**src/sv/siud_pkg.sv**
```systemverilog
// Shared types and codes for the set intersect/union/difference block.
// No dependencies; imported by every module of the block.
`timescale 1ns / 1ps

package siud_pkg;

    localparam int DATA_W = 32;

    // command codes carried in the input word
    typedef enum logic [2:0] {
        CMD_CLEAR      = 3'd0,
        CMD_LOAD_A     = 3'd1,
        CMD_LOAD_B     = 3'd2,
        CMD_INTERSECT  = 3'd3,
        CMD_UNION      = 3'd4,
        CMD_DIFFERENCE = 3'd5
    } t_cmd;

    typedef struct packed {
        logic [2:0]               command;
        logic signed [DATA_W-1:0] value;
    } t_in_word;

    typedef struct packed {
        logic signed [DATA_W-1:0] value_res;
        logic                     last;
        logic                     empty_result;
        logic                     overflow;
    } t_out_word;

    // sequencer -> output register
    typedef struct packed {
        logic      valid;
        t_out_word word;
    } t_push;

    typedef enum logic [3:0] {
        ST_IDLE,
        ST_OUTER,
        ST_CAND,
        ST_SCAN,
        ST_DRAIN,
        ST_DECIDE,
        ST_PUT,
        ST_COPY,
        ST_COPY_RD,
        ST_FLUSH
    } t_state;

endpackage

```
**src/sv/siud_store.sv**
```systemverilog
// Value store: one write port, one read port, registered read data.
// Depends on siud_pkg for the data width.
`timescale 1ns / 1ps

module siud_store #(
    parameter  int DEPTH = 16,
    localparam int AW    = (DEPTH > 1) ? $clog2(DEPTH) : 1
) (
    input  logic                              i_clk,
    input  logic                              i_we,
    input  logic [AW-1:0]                     i_waddr,
    input  logic signed [siud_pkg::DATA_W-1:0] i_wdata,
    input  logic [AW-1:0]                     i_raddr,
    output logic signed [siud_pkg::DATA_W-1:0] o_rdata
);
    import siud_pkg::*;

    logic signed [DATA_W-1:0] r_mem [DEPTH];
    logic signed [DATA_W-1:0] r_rdata;

    always_ff @(posedge i_clk) begin
        if (i_we) begin
            r_mem[i_waddr] <= i_wdata;
        end
    end

    always_ff @(posedge i_clk) begin
        r_rdata <= r_mem[i_raddr];
    end

    assign o_rdata = r_rdata;

endmodule

```
**src/sv/siud_outreg.sv**
```systemverilog
// Output register that decouples the sequencer from the result consumer.
// Depends on siud_pkg (t_push, t_out_word).
`timescale 1ns / 1ps

module siud_outreg (
    input  logic                i_clk,
    input  logic                i_rst_n,
    input  siud_pkg::t_push     i_push,
    output logic                o_free,
    output logic                o_out_valid,
    output siud_pkg::t_out_word o_out_word,
    input  logic                i_out_ready
);
    import siud_pkg::*;

    logic      r_valid;
    t_out_word r_word;

    assign o_free = !r_valid || i_out_ready;

    always_ff @(posedge i_clk) begin
        if (!i_rst_n) begin
            r_valid <= 1'b0;
        end else if (i_push.valid) begin
            r_valid <= 1'b1;
        end else if (i_out_ready) begin
            r_valid <= 1'b0;
        end
    end

    always_ff @(posedge i_clk) begin
        if (i_push.valid) begin
            r_word <= i_push.word;
        end
    end

    assign o_out_valid = r_valid;
    assign o_out_word  = r_word;

endmodule

```
**src/sv/siud_seq.sv**
```systemverilog
// Command sequencer: loads, clears and the compare loops over both stores.
// Depends on siud_pkg; drives the two siud_store memories and siud_outreg.
`timescale 1ns / 1ps

module siud_seq #(
    parameter  int CAPACITY = 16,
    localparam int AW = (CAPACITY > 1) ? $clog2(CAPACITY) : 1,
    localparam int CW = $clog2(CAPACITY + 1)
) (
    input  logic                               i_clk,
    input  logic                               i_rst_n,
    input  logic                               i_in_valid,
    output logic                               o_in_ready,
    input  siud_pkg::t_in_word                 i_in_word,
    output logic                               o_a_we,
    output logic [AW-1:0]                      o_a_waddr,
    output logic [AW-1:0]                      o_a_raddr,
    input  logic signed [siud_pkg::DATA_W-1:0] i_a_rdata,
    output logic                               o_b_we,
    output logic [AW-1:0]                      o_b_waddr,
    output logic [AW-1:0]                      o_b_raddr,
    input  logic signed [siud_pkg::DATA_W-1:0] i_b_rdata,
    input  logic                               i_out_free,
    output siud_pkg::t_push                    o_push
);
    import siud_pkg::*;

    localparam logic [AW-1:0] LAST_IDX = AW'(CAPACITY - 1);
    localparam logic [CW-1:0] CAP_CNT  = CW'(CAPACITY);

    t_state r_state, n_state;
    t_cmd   r_op, n_op;
    logic [CW-1:0] r_cnt_a, n_cnt_a, r_cnt_b, n_cnt_b;
    logic [CW-1:0] r_i, n_i;
    logic [AW-1:0] r_j, n_j, r_cj, n_cj;
    logic          r_cv, n_cv, r_hit, n_hit, r_copy, n_copy;
    logic          r_ovf, n_ovf, r_pend_v, n_pend_v;
    logic signed [DATA_W-1:0] r_cand, n_cand, r_pend_val, n_pend_val;

    logic          w_accept, w_is_set, w_outer_more, w_copy_more;
    logic          w_hit_now, w_emit, w_put_go;
    logic [CW-1:0] w_cj_ext;

    assign w_accept    = i_in_valid && (r_state == ST_IDLE);
    assign w_is_set    = (i_in_word.command == CMD_INTERSECT) ||
                         (i_in_word.command == CMD_UNION) ||
                         (i_in_word.command == CMD_DIFFERENCE);
    assign w_outer_more = (r_op == CMD_UNION) ? (r_i < r_cnt_b) : (r_i < r_cnt_a);
    assign w_copy_more  = r_i < r_cnt_a;
    assign w_cj_ext     = CW'(r_cj);

    // union: candidate from B must be absent from all of A and from later B
    always_comb begin
        if (!r_cv) begin
            w_hit_now = 1'b0;
        end else if (r_op == CMD_UNION) begin
            w_hit_now = ((w_cj_ext < r_cnt_a) && (i_a_rdata == r_cand)) ||
                        ((w_cj_ext > r_i) && (w_cj_ext < r_cnt_b) &&
                         (i_b_rdata == r_cand));
        end else begin
            w_hit_now = (w_cj_ext < r_cnt_b) && (i_b_rdata == r_cand);
        end
    end

    assign w_emit   = (r_op == CMD_INTERSECT) ? r_hit : !r_hit;
    assign w_put_go = !r_pend_v || i_out_free;

    // next state
    always_comb begin
        n_state = r_state;
        unique case (r_state)
            ST_IDLE:    if (w_accept && w_is_set) n_state = ST_OUTER;
            ST_OUTER: begin
                if (w_outer_more)            n_state = ST_CAND;
                else if (r_op == CMD_UNION)  n_state = ST_COPY;
                else                         n_state = ST_FLUSH;
            end
            ST_CAND:    n_state = ST_SCAN;
            ST_SCAN:    if (r_j == LAST_IDX) n_state = ST_DRAIN;
            ST_DRAIN:   n_state = ST_DECIDE;
            ST_DECIDE:  n_state = w_emit ? ST_PUT : ST_OUTER;
            ST_PUT:     if (w_put_go) n_state = r_copy ? ST_COPY : ST_OUTER;
            ST_COPY:    n_state = w_copy_more ? ST_COPY_RD : ST_FLUSH;
            ST_COPY_RD: n_state = ST_PUT;
            ST_FLUSH:   if (i_out_free) n_state = ST_IDLE;
            default:    n_state = ST_IDLE;
        endcase
    end

    // datapath next values
    always_comb begin
        n_op       = r_op;
        n_cnt_a    = r_cnt_a;
        n_cnt_b    = r_cnt_b;
        n_i        = r_i;
        n_j        = r_j;
        n_cj       = r_cj;
        n_cv       = r_cv;
        n_hit      = r_hit;
        n_copy     = r_copy;
        n_ovf      = r_ovf;
        n_pend_v   = r_pend_v;
        n_cand     = r_cand;
        n_pend_val = r_pend_val;
        unique case (r_state)
            ST_IDLE: begin
                if (w_accept) begin
                    case (i_in_word.command)
                        CMD_CLEAR: begin
                            n_cnt_a = '0;
                            n_cnt_b = '0;
                        end
                        CMD_LOAD_A: begin
                            if (r_cnt_a < CAP_CNT) n_cnt_a = r_cnt_a + 1'b1;
                            else                   n_ovf   = 1'b1;
                        end
                        CMD_LOAD_B: begin
                            if (r_cnt_b < CAP_CNT) n_cnt_b = r_cnt_b + 1'b1;
                            else                   n_ovf   = 1'b1;
                        end
                        CMD_INTERSECT, CMD_UNION, CMD_DIFFERENCE: begin
                            n_op     = t_cmd'(i_in_word.command);
                            n_i      = '0;
                            n_pend_v = 1'b0;
                            n_copy   = 1'b0;
                        end
                        default: ;
                    endcase
                end
            end
            ST_OUTER: begin
                if (!w_outer_more && (r_op == CMD_UNION)) begin
                    n_i    = '0;
                    n_copy = 1'b1;
                end
            end
            ST_CAND: begin
                n_cand = (r_op == CMD_UNION) ? i_b_rdata : i_a_rdata;
                n_j    = '0;
                n_hit  = 1'b0;
                n_cv   = 1'b0;
            end
            ST_SCAN: begin
                n_cv  = 1'b1;
                n_cj  = r_j;
                n_hit = r_hit || w_hit_now;
                if (r_j != LAST_IDX) n_j = r_j + 1'b1;
            end
            ST_DRAIN: begin
                n_hit = r_hit || w_hit_now;
                n_cv  = 1'b0;
            end
            ST_DECIDE: begin
                if (!w_emit) n_i = r_i + 1'b1;
            end
            ST_PUT: begin
                if (w_put_go) begin
                    n_pend_v   = 1'b1;
                    n_pend_val = r_cand;
                    n_i        = r_i + 1'b1;
                end
            end
            ST_COPY_RD: n_cand = i_a_rdata;
            ST_FLUSH:   if (i_out_free) n_pend_v = 1'b0;
            default: ;
        endcase
    end

    // outputs: memory control and result push
    always_comb begin
        o_in_ready = (r_state == ST_IDLE);
        o_a_we     = w_accept && (i_in_word.command == CMD_LOAD_A) && (r_cnt_a < CAP_CNT);
        o_b_we     = w_accept && (i_in_word.command == CMD_LOAD_B) && (r_cnt_b < CAP_CNT);
        o_a_waddr  = r_cnt_a[AW-1:0];
        o_b_waddr  = r_cnt_b[AW-1:0];
        o_a_raddr  = '0;
        o_b_raddr  = '0;
        o_push     = '0;
        o_push.word.overflow = r_ovf;
        unique case (r_state)
            ST_OUTER: begin
                o_a_raddr = r_i[AW-1:0];
                o_b_raddr = r_i[AW-1:0];
            end
            ST_SCAN: begin
                o_a_raddr = r_j;
                o_b_raddr = r_j;
            end
            ST_COPY: o_a_raddr = r_i[AW-1:0];
            ST_PUT: begin
                o_push.valid          = r_pend_v && i_out_free;
                o_push.word.value_res = r_pend_val;
            end
            ST_FLUSH: begin
                o_push.valid             = i_out_free;
                o_push.word.value_res    = r_pend_v ? r_pend_val : '0;
                o_push.word.last         = 1'b1;
                o_push.word.empty_result = !r_pend_v;
            end
            default: ;
        endcase
    end

    always_ff @(posedge i_clk) begin
        if (!i_rst_n) begin
            r_state  <= ST_IDLE;
            r_op     <= CMD_CLEAR;
            r_cnt_a  <= '0;
            r_cnt_b  <= '0;
            r_i      <= '0;
            r_j      <= '0;
            r_cj     <= '0;
            r_cv     <= 1'b0;
            r_hit    <= 1'b0;
            r_copy   <= 1'b0;
            r_ovf    <= 1'b0;
            r_pend_v <= 1'b0;
        end else begin
            r_state  <= n_state;
            r_op     <= n_op;
            r_cnt_a  <= n_cnt_a;
            r_cnt_b  <= n_cnt_b;
            r_i      <= n_i;
            r_j      <= n_j;
            r_cj     <= n_cj;
            r_cv     <= n_cv;
            r_hit    <= n_hit;
            r_copy   <= n_copy;
            r_ovf    <= n_ovf;
            r_pend_v <= n_pend_v;
        end
    end

    always_ff @(posedge i_clk) begin
        r_cand     <= n_cand;
        r_pend_val <= n_pend_val;
    end

endmodule

```
**src/sv/set_intersect_union_difference.sv**
```systemverilog
// Set intersect/union/difference over two stores. Load and clear words are taken
// without leaving idle; a set command scans both stores, one read per cycle each,
// for every outer entry, and union adds a copy pass over store A. One command is
// handled at a time; the next word is taken once the final result is in the output
// register. Synchronous active-low reset clears counts and the overflow flag; store
// contents stay undefined until loaded.
`timescale 1ns / 1ps

module set_intersect_union_difference #(
    parameter int CAPACITY = 16
) (
    input  logic                i_clk,
    input  logic                i_rst_n,
    input  logic                i_in_valid,
    output logic                o_in_ready,
    input  siud_pkg::t_in_word  i_in_word,
    output logic                o_out_valid,
    input  logic                i_out_ready,
    output siud_pkg::t_out_word o_out_word
);
    import siud_pkg::*;

    localparam int AW = (CAPACITY > 1) ? $clog2(CAPACITY) : 1;

    // store A / store B ports
    logic                     w_a_we, w_b_we;
    logic [AW-1:0]            w_a_waddr, w_a_raddr, w_b_waddr, w_b_raddr;
    logic signed [DATA_W-1:0] w_a_rdata, w_b_rdata;

    // sequencer to output register
    t_push w_push;
    logic  w_out_free;

    // Stores are only written while the sequencer is idle and only scanned while it
    // is busy, so reads and writes never overlap on an entry: no forwarding needed.
    siud_store #(.DEPTH(CAPACITY)) u_store_a (
        .i_clk   (i_clk),
        .i_we    (w_a_we),
        .i_waddr (w_a_waddr),
        .i_wdata (i_in_word.value),
        .i_raddr (w_a_raddr),
        .o_rdata (w_a_rdata)
    );

    siud_store #(.DEPTH(CAPACITY)) u_store_b (
        .i_clk   (i_clk),
        .i_we    (w_b_we),
        .i_waddr (w_b_waddr),
        .i_wdata (i_in_word.value),
        .i_raddr (w_b_raddr),
        .o_rdata (w_b_rdata)
    );

    // Sequencer: per outer entry, fetch the candidate, sweep both stores one entry
    // a cycle, then decide. One result word is held back so the final one can be
    // flagged last once the loop ends.
    siud_seq #(.CAPACITY(CAPACITY)) u_seq (
        .i_clk      (i_clk),
        .i_rst_n    (i_rst_n),
        .i_in_valid (i_in_valid),
        .o_in_ready (o_in_ready),
        .i_in_word  (i_in_word),
        .o_a_we     (w_a_we),
        .o_a_waddr  (w_a_waddr),
        .o_a_raddr  (w_a_raddr),
        .i_a_rdata  (w_a_rdata),
        .o_b_we     (w_b_we),
        .o_b_waddr  (w_b_waddr),
        .o_b_raddr  (w_b_raddr),
        .i_b_rdata  (w_b_rdata),
        .i_out_free (w_out_free),
        .o_push     (w_push)
    );

    // Output register: overflow is captured per word, so a later load that sets
    // the flag does not disturb a word still waiting for the consumer.
    siud_outreg u_outreg (
        .i_clk       (i_clk),
        .i_rst_n     (i_rst_n),
        .i_push      (w_push),
        .o_free      (w_out_free),
        .o_out_valid (o_out_valid),
        .o_out_word  (o_out_word),
        .i_out_ready (i_out_ready)
    );

`ifndef ASSERT_OFF
    // never overwrite a result word the consumer has not taken
    a_push_free: assert property (@(posedge i_clk) disable iff (!i_rst_n)
        w_push.valid |-> w_out_free)
        else $error("result pushed into occupied output register");

    // no results are produced while new words are being accepted
    a_idle_quiet: assert property (@(posedge i_clk) disable iff (!i_rst_n)
        o_in_ready |-> !w_push.valid)
        else $error("result pushed while idle");

    // an empty result is always the only, and so final, word
    a_empty_last: assert property (@(posedge i_clk) disable iff (!i_rst_n)
        (w_push.valid && w_push.word.empty_result) |-> w_push.word.last)
        else $error("empty result not flagged last");

    // the final word of a command returns the sequencer to idle
    a_last_idle: assert property (@(posedge i_clk) disable iff (!i_rst_n)
        (w_push.valid && w_push.word.last) |=> o_in_ready)
        else $error("sequencer busy after final result");
`endif

endmodule
```
**config.mk**
```make
export PLATFORM = sky130hd
export DESIGN_NAME = set_intersect_union_difference
export DESIGN_NICKNAME = d
export VERILOG_FILES = /design/src/sv/siud_pkg.sv /design/src/sv/siud_store.sv /design/src/sv/siud_outreg.sv /design/src/sv/siud_seq.sv /design/src/sv/set_intersect_union_difference.sv
export SDC_FILE = /design/constraint.sdc
export NUM_CORES = 1
export LEC_CHECK = 0
export BUFFER_PORTS_ARGS = -buffer_cell sky130_fd_sc_hd__buf_4
export CAP_MARGIN = 25
export CORE_MARGIN = 3
export CORE_UTILIZATION = 55
export DETAILED_ROUTE_END_ITERATION = 8
export GPL_TIMING_DRIVEN = 0
export PLACE_DENSITY = 0.8
export RECOVER_POWER = 100
export SKIP_CTS_REPAIR_TIMING = 1
export SYNTH_ARGS = -nofsm -noshare
export SYNTH_HDL_FRONTEND = slang
export SYNTH_SLANG_ARGS = --single-unit
```
**constraint.sdc**
```tcl
create_clock -name i_clk -period 5.3 [get_ports i_clk]
set_clock_uncertainty 0.1 [all_clocks]
set_input_delay 0.53 -clock i_clk [delete_from_list [all_inputs] [get_ports i_clk]]
set_output_delay 0.53 -clock i_clk [all_outputs]
set_load 0.01 [all_outputs]
```
After elaboration in Yosys (flattened, before gate mapping)
Memories as Yosys holds them, arrays and structs flattened. A register that Yosys moved wholly into a read port is not among the register bits.
Cells that the tools add are included.
- memories: 2
- input bits: 39
- bits in registers: 135
- memory bits (writable): 1024
- output and inout port bits: 37
- memory list (name ; words ; width ; rd ports ; clocked after Yosys merged registers in ; wr ports ; line ; source):
    u_store_a.r_mem ; 16 ; 32 ; 1 ; 1 ; 1 ; siud_store.sv:18 ; logic signed [DATA_W-1:0] r_mem [DEPTH];
    u_store_b.r_mem ; 16 ; 32 ; 1 ; 1 ; 1 ; siud_store.sv:18 ;
- $lt $le $gt $ge: 7
- reductions and logical operators: 49
- mux-type cells: 51
- add/sub/neg operators: 4
- equal/unequal tests: 33
- operators by type and width (cell ; number):
    case mux 33 bit (2 select lines) ; 1
    equality test 32 bit ; 2
    2-to-1 mux 32 bit ; 2
    case mux 32 bit (2 select lines) ; 1
    case mux 4 bit (10 select lines) ; 1
    2-to-1 mux 5 bit ; 7
    2-to-1 mux 4 bit ; 7
    case mux 4 bit (2 select lines) ; 3
    case mux 5 bit (2 select lines) ; 2
    case mux 5 bit (4 select lines) ; 1
    2-to-1 mux 1 bit ; 18
    nonzero test 2 bit ; 9
    equality test 4 x 3 -> 1 bit, second input constant ; 4
    inequality test 2 x 1 -> 1 bit, second input constant ; 8
    AND reduction 4 bit ; 4
    adder 5 x 1 -> 5 bit, second input constant ; 3
    equality test 4 bit, second input constant ; 3
    logical AND 1 bit ; 12
    less-than comparator 4 x 5 -> 1 bit ; 2
    less-than comparator 5 bit ; 2
    less-than comparator 5 bit, second input constant ; 2
    inequality test 2 bit, second input constant ; 5
    AND reduction 5 bit ; 2
    equality test 3 x 2 -> 1 bit, second input constant ; 3
    other kinds (22) ; 40

Longest topological paths before layout
- depth after elaboration: 8
- mapped depth: 11
- gate-level depth less buffers: 8

By module
From an unflattened synthesis, not the netlist that was laid out.
- cells, all modules: 2263
- area, all modules: 46574.7 um2
- modules (own cells, without submodules) (module ; sequential area each (um2) ; area each (um2) ; instances ; cells an instance):
    siud_store at u_store_a ; 16015.4 ; 19836.5 ; 1 ; 838
    siud_store at u_store_b ; 16015.4 ; 19835.3 ; 1 ; 838
    siud_seq ; 2622.5 ; 5803.1 ; 1 ; 548
    siud_outreg ; 1071.0 ; 1099.8 ; 1 ; 39

Least setup slack after synthesis
OpenSTA, ideal clock, no wires.
- kind: reg2reg
- start: reg u_seq.r_state[3]
- end: mem u_store_a.r_mem[3][0], enable pin
- buffers on the path: 1
- clock period less this slack: 4.390 ns
- stages on the path, launching flop included: 7
- library setup time: 0.461 ns
- setup slack: 0.910 ns
- data arrival time: 3.829 ns
- cells stage by stage: dfxtp_1 > buf_2 > nor4_4 > nand2_1 > nor3_1 > nand2_1 > nor3_1
- cells in the longest elaborated chain, start to end: 6
- RTL lines (item ; line ; source):
    from (decl) ; siud_seq.sv:31 ; t_state r_state, n_state;
    from (signal assigned) ; siud_seq.sv:219 ; r_state <= n_state;
    logical NOT 4 bit ; - ;
    named net o_in_ready ; set_intersect_union_difference.sv:15 ; output logic o_in_ready,
    logical AND 1 bit ; siud_seq.sv:44 ; assign w_accept = i_in_valid && (r_state == ST_IDLE);
    logical AND 1 bit (2 in a row) ; siud_seq.sv:172 ; o_a_we = w_accept && (i_in_word.command == CMD_LOAD_A) && (r_cnt_a < CAP_CNT);
    2-to-1 mux 1 bit ; siud_store.sv:22 ; if (i_we) begin
    2-to-1 mux 1 bit (implied by the code) ; siud_store.sv:23 ; r_mem[i_waddr] <= i_wdata;
    to (decl) ; siud_store.sv:18 ;
The timed path passes the listed nets, and every way through them passes these cells.

Worst setup path in the final report
- start: reg u_seq.r_state[3]
- end: mem u_store_a.r_mem[2][24], enable pin
- cells in the longest elaborated chain, start to end: 6
- RTL lines (item ; line):
    logical NOT 4 bit ; siud_seq.sv:44
    logical AND 1 bit ; siud_seq.sv:44
    logical AND 1 bit (2 in a row) ; siud_seq.sv:172
    2-to-1 mux 1 bit ; siud_store.sv:22
    2-to-1 mux 1 bit (implied by the code) ; siud_store.sv:23
No other way between the ends.

==> impl_metrics.ini <==
[yosys]
synthArstFlopShare_pct = 0
yosysSeqAreaShare_pct = 74.6
synth_seq_cells = 1223
syn_inst = 3210
yosys_warnings = 0
synth_edf_count = 1123
synth.avg_cell_area_sq_um = 14.9
syn_nets = 3277
yosysUniqueCellTypes = 62
synth_flop_cell = edfxtp_1
syn_area_sq_um = 47900

[timing]
relSlewSlack_pct = -47.7
min_period_ps = 4540
fin_crit_sh_pct = 85.6
tightestPinTransition_ps = 2210
whs_ps = 90.6
max_freq_mhz = 220
finalHoldViolations = 0
maxSlewViolCount = 1011
rsz0062_at_grt = no
finalSetupViolations = 0

[drt]
drt-vias-per-instance = 6.56
detail_route.wl_per_cell_microns = 28.1
first_pass_iters = 8
antenna_left = 0
dr.first_iter.drc_count = 4805
num_vias = 30800
wl_mm = 132
drcViolationCount = 0

[outcome]
run_status = finished with violations
violations = capacitance limit, slew limit

[worst_setup_path]
cp_slowest_cell = nor3_1
cpPeakStageDelay_ps = 1200
path_class = reg2reg
crit_chain = clkbuf_1 > nor4_4 > nand2_1 > nor3_1 > nand2_1 > nor3_1 > buf_8 > buf_6 > buf_6 > buf_6
cp_max_fo = 10
path_buf_inv = 5
required_ps = 5580
end_kind = register
arrival_ps = 4820
setup.worst_path.start_class = register
crit_top_cell = buf_6
path_delay_family = simple AND/OR/NAND/NOR gates

[floorplanning]
die_area_sq_um = 90600
io_pins = 76
num_rows = 107
core_sq_um = 85700
initial_core_util_pct = 55.9
die_h_microns = 301
die_w_microns = 301

[clocking]
clkLatencyLatePin_ps = 700
cts_buffers = 112
clock-root-buffer = clkbuf_16
clock-sinks = 1223
cts_tree = built
htree_levels = 3
clock_path_buffers = 3
cts.reportedPaths.clkPinSlew_ps = 60

[power_and_ir_drop]
power_density_nw_per_um2 = 355
total_power_mw = 19.2
ir_worst_vdd_uv = 338
power_leakage_nw = 18.8

[global_routing]
antenna_found_initial = 2
overflow = 0
grt_max_degree = 33
grt_pass1_wl_mm = 192
grt_usage_pct = 28.8
grt_pass1_vias = 29700

[cells_and_area]
fin_nets = 3521
regArea_sq_um = 35700
design_area_sq_um = 54000
layout-drive-gt1-share_pct = 9.01
fill_cells = 5923
area_delta_synth_final_pct = 12.8
multi_input_area_sq_um = 11100

[placed_design]
placed_area_sq_um = 51100
place_hpwl_mm = 87.3
gp_congestion = 0.935
port-buffer-count = 74

[job]
cap_viol_max_count = 47

[hold_path]
min_path_type = in2reg
## final cells by class
type                    instances  area share, %
flip-flops and latches       1223           66.1
multi-input cells            1763           20.6
inverters                      20          0.139
repair buffers                130           2.05
well taps                    1144           2.65
clock buffers                 151           5.74
plain buffers                 204           1.73
clock inverters                61          0.964
diodes                          2        0.00926
## placed cells by master, fill, tap and decap left out, types with 17 or more instances in the layout
master     count
edfxtp_1    1123
a211oi_1     130
a32oi_1      129
nand4_1       18
nand2_1      601
buf_2         36
dfxtp_1      100
nor3_1        17
nor2_1        57
a21oi_1       17
a22oi_1       65
inv_1         19
clkinv_2      31
xnor2_1       36
mux2_2        33
buf_6         28
mux2i_1      135
ha_1          28
clkbuf_1     253
a31oi_1      135
clkbuf_16    113
and3_1       133
and4_1        32
xor2_1        37
nor2b_1       45
## worst paths after layout
kind,slack (ps),cells past startpoint,from,endpoint
max,760,10,u_seq.r_state[3],u_store_a.r_mem[2][24]
min,90,3,i_in_word[32],u_seq.r_cnt_a[1]
max reg2reg,760,10,u_seq.r_state[3],u_store_a.r_mem[2][24]
min reg2reg,370,0,u_seq.r_ovf,u_outreg.o_out_word[0]
## where the power goes
part | internal [mW] | leakage (nW) | switching [mW]
logic | 0.143 | 6.03 | 0.463
clock network | 4.41 | 1.79 | 3.52
registers | 10.6 | 11.0 | 0.0635
total | 15.2 | 18.8 | 4.05
## flip-flops by register name, summed over array words and instances (netlist names), 32 cells and up
name,flops
u_seq.r_cand,32
u_outreg.o_out_word,35
u_store_a.r_mem,512
u_seq.r_pend_val,32
u_store_a.o_rdata,32
u_store_b.r_mem,512
u_store_b.o_rdata,32
## logic make-up (layout without fill, tap and decap cells)
group / Yosys count / count (layout) / share of synthesized area [%]
flip-flops: 1223 / 1223 / 74.6
AND/OR/NAND/NOR: 959 / 959 / 9.28
AO/OA/AOI/OAI: 535 / 535 / 8.31
buffers and inverters: 224 / 566 / 2.13
multiplexers: 168 / 168 / 3.60
XOR/XNOR: 73 / 73 / 1.34
adder cells (fa/ha/maj): 28 / 28 / 0.732
other: 0 / 2 / 0
## synthesized netlist by cell type, types with 2 or more instances
| library cell | instances | area [sq um] |
|---|---|---|
| buf_6 | 14 | 158 |
| nand2b_1 | 10 | 62.6 |
| nand3_1 | 14 | 70.1 |
| a21oi_1 | 17 | 85.1 |
| dfxtp_1 | 100 | 2000 |
| edfxtp_1 | 1123 | 33700 |
| o32ai_1 | 2 | 17.5 |
| inv_1 | 19 | 71.3 |
| nor3b_1 | 2 | 15.0 |
| a22oi_1 | 65 | 488 |
| o22ai_1 | 3 | 18.8 |
| and4_1 | 32 | 280 |
| nor4_1 | 10 | 62.6 |
| nor3_1 | 18 | 90.1 |
| xnor2_1 | 36 | 315 |
| buf_4 | 6 | 45.0 |
| a31oi_1 | 135 | 845 |
| clkbuf_1 | 133 | 499 |
| nand4_1 | 18 | 113 |
| a2111oi_0 | 3 | 26.3 |
| a32oi_1 | 129 | 1130 |
| ha_1 | 28 | 350 |
| nand2_1 | 601 | 2260 |
| mux2_2 | 33 | 372 |
| o21ai_0 | 14 | 70.1 |
| mux2i_1 | 135 | 1350 |
| nand4b_1 | 2 | 17.5 |
| o21a_1 | 2 | 15.0 |
| a21boi_0 | 10 | 75.1 |
| nor2b_1 | 45 | 282 |
| xor2_1 | 37 | 324 |
| a21o_1 | 6 | 45.0 |
| buf_1 | 8 | 30.0 |
| nand3b_1 | 2 | 15.0 |
| o211ai_1 | 4 | 30.0 |
| and3_1 | 133 | 832 |
| a211oi_1 | 130 | 976 |
| and2_1 | 4 | 25.0 |
| nor2_2 | 3 | 18.8 |
| nor2_1 | 57 | 214 |
| o21bai_1 | 2 | 15.0 |
| buf_2 | 43 | 215 |
| a32o_1 | 3 | 30.0 |
## layer usage
metal  routed length [microns]  part of all wire [%]  up-vias  global-route usage (%)
li1                          -                     -    12900                       -
met1                     48500                    37    15200                    40.2
met2                     60400                    46     2412                    44.0
met3                     16700                    13      334                    5.79
met4                      6280                   4.8        0                    13.4
met5                         0                     0        -                       0
## tightest hold or removal path: cells and delay by family
family,cells,cell delay (ps)
buffers and inverters,1,150
AND/OR/NAND/NOR,1,70
AO/OA/AOI/OAI,1,70
## metrics by stage
| step | std cells | setup WS [ps] | setup TNS, ps | util (%) |
|---|---|---|---|---|
| floorplan | 3210 | 910 | 0 | - |
| global placement | 4428 | -1940 | -392440 | 58.2 |
| detailed placement | 4484 | 1270 | 0 | 59.6 |
| CTS | 4696 | 1190 | 0 | 63.8 |
| global route | 4696 | 572 | 0 | 63.0 |
| finish | 4698 | 763 | 0 | 63.0 |
No activity file was read; power rests on OpenSTA's default activity.
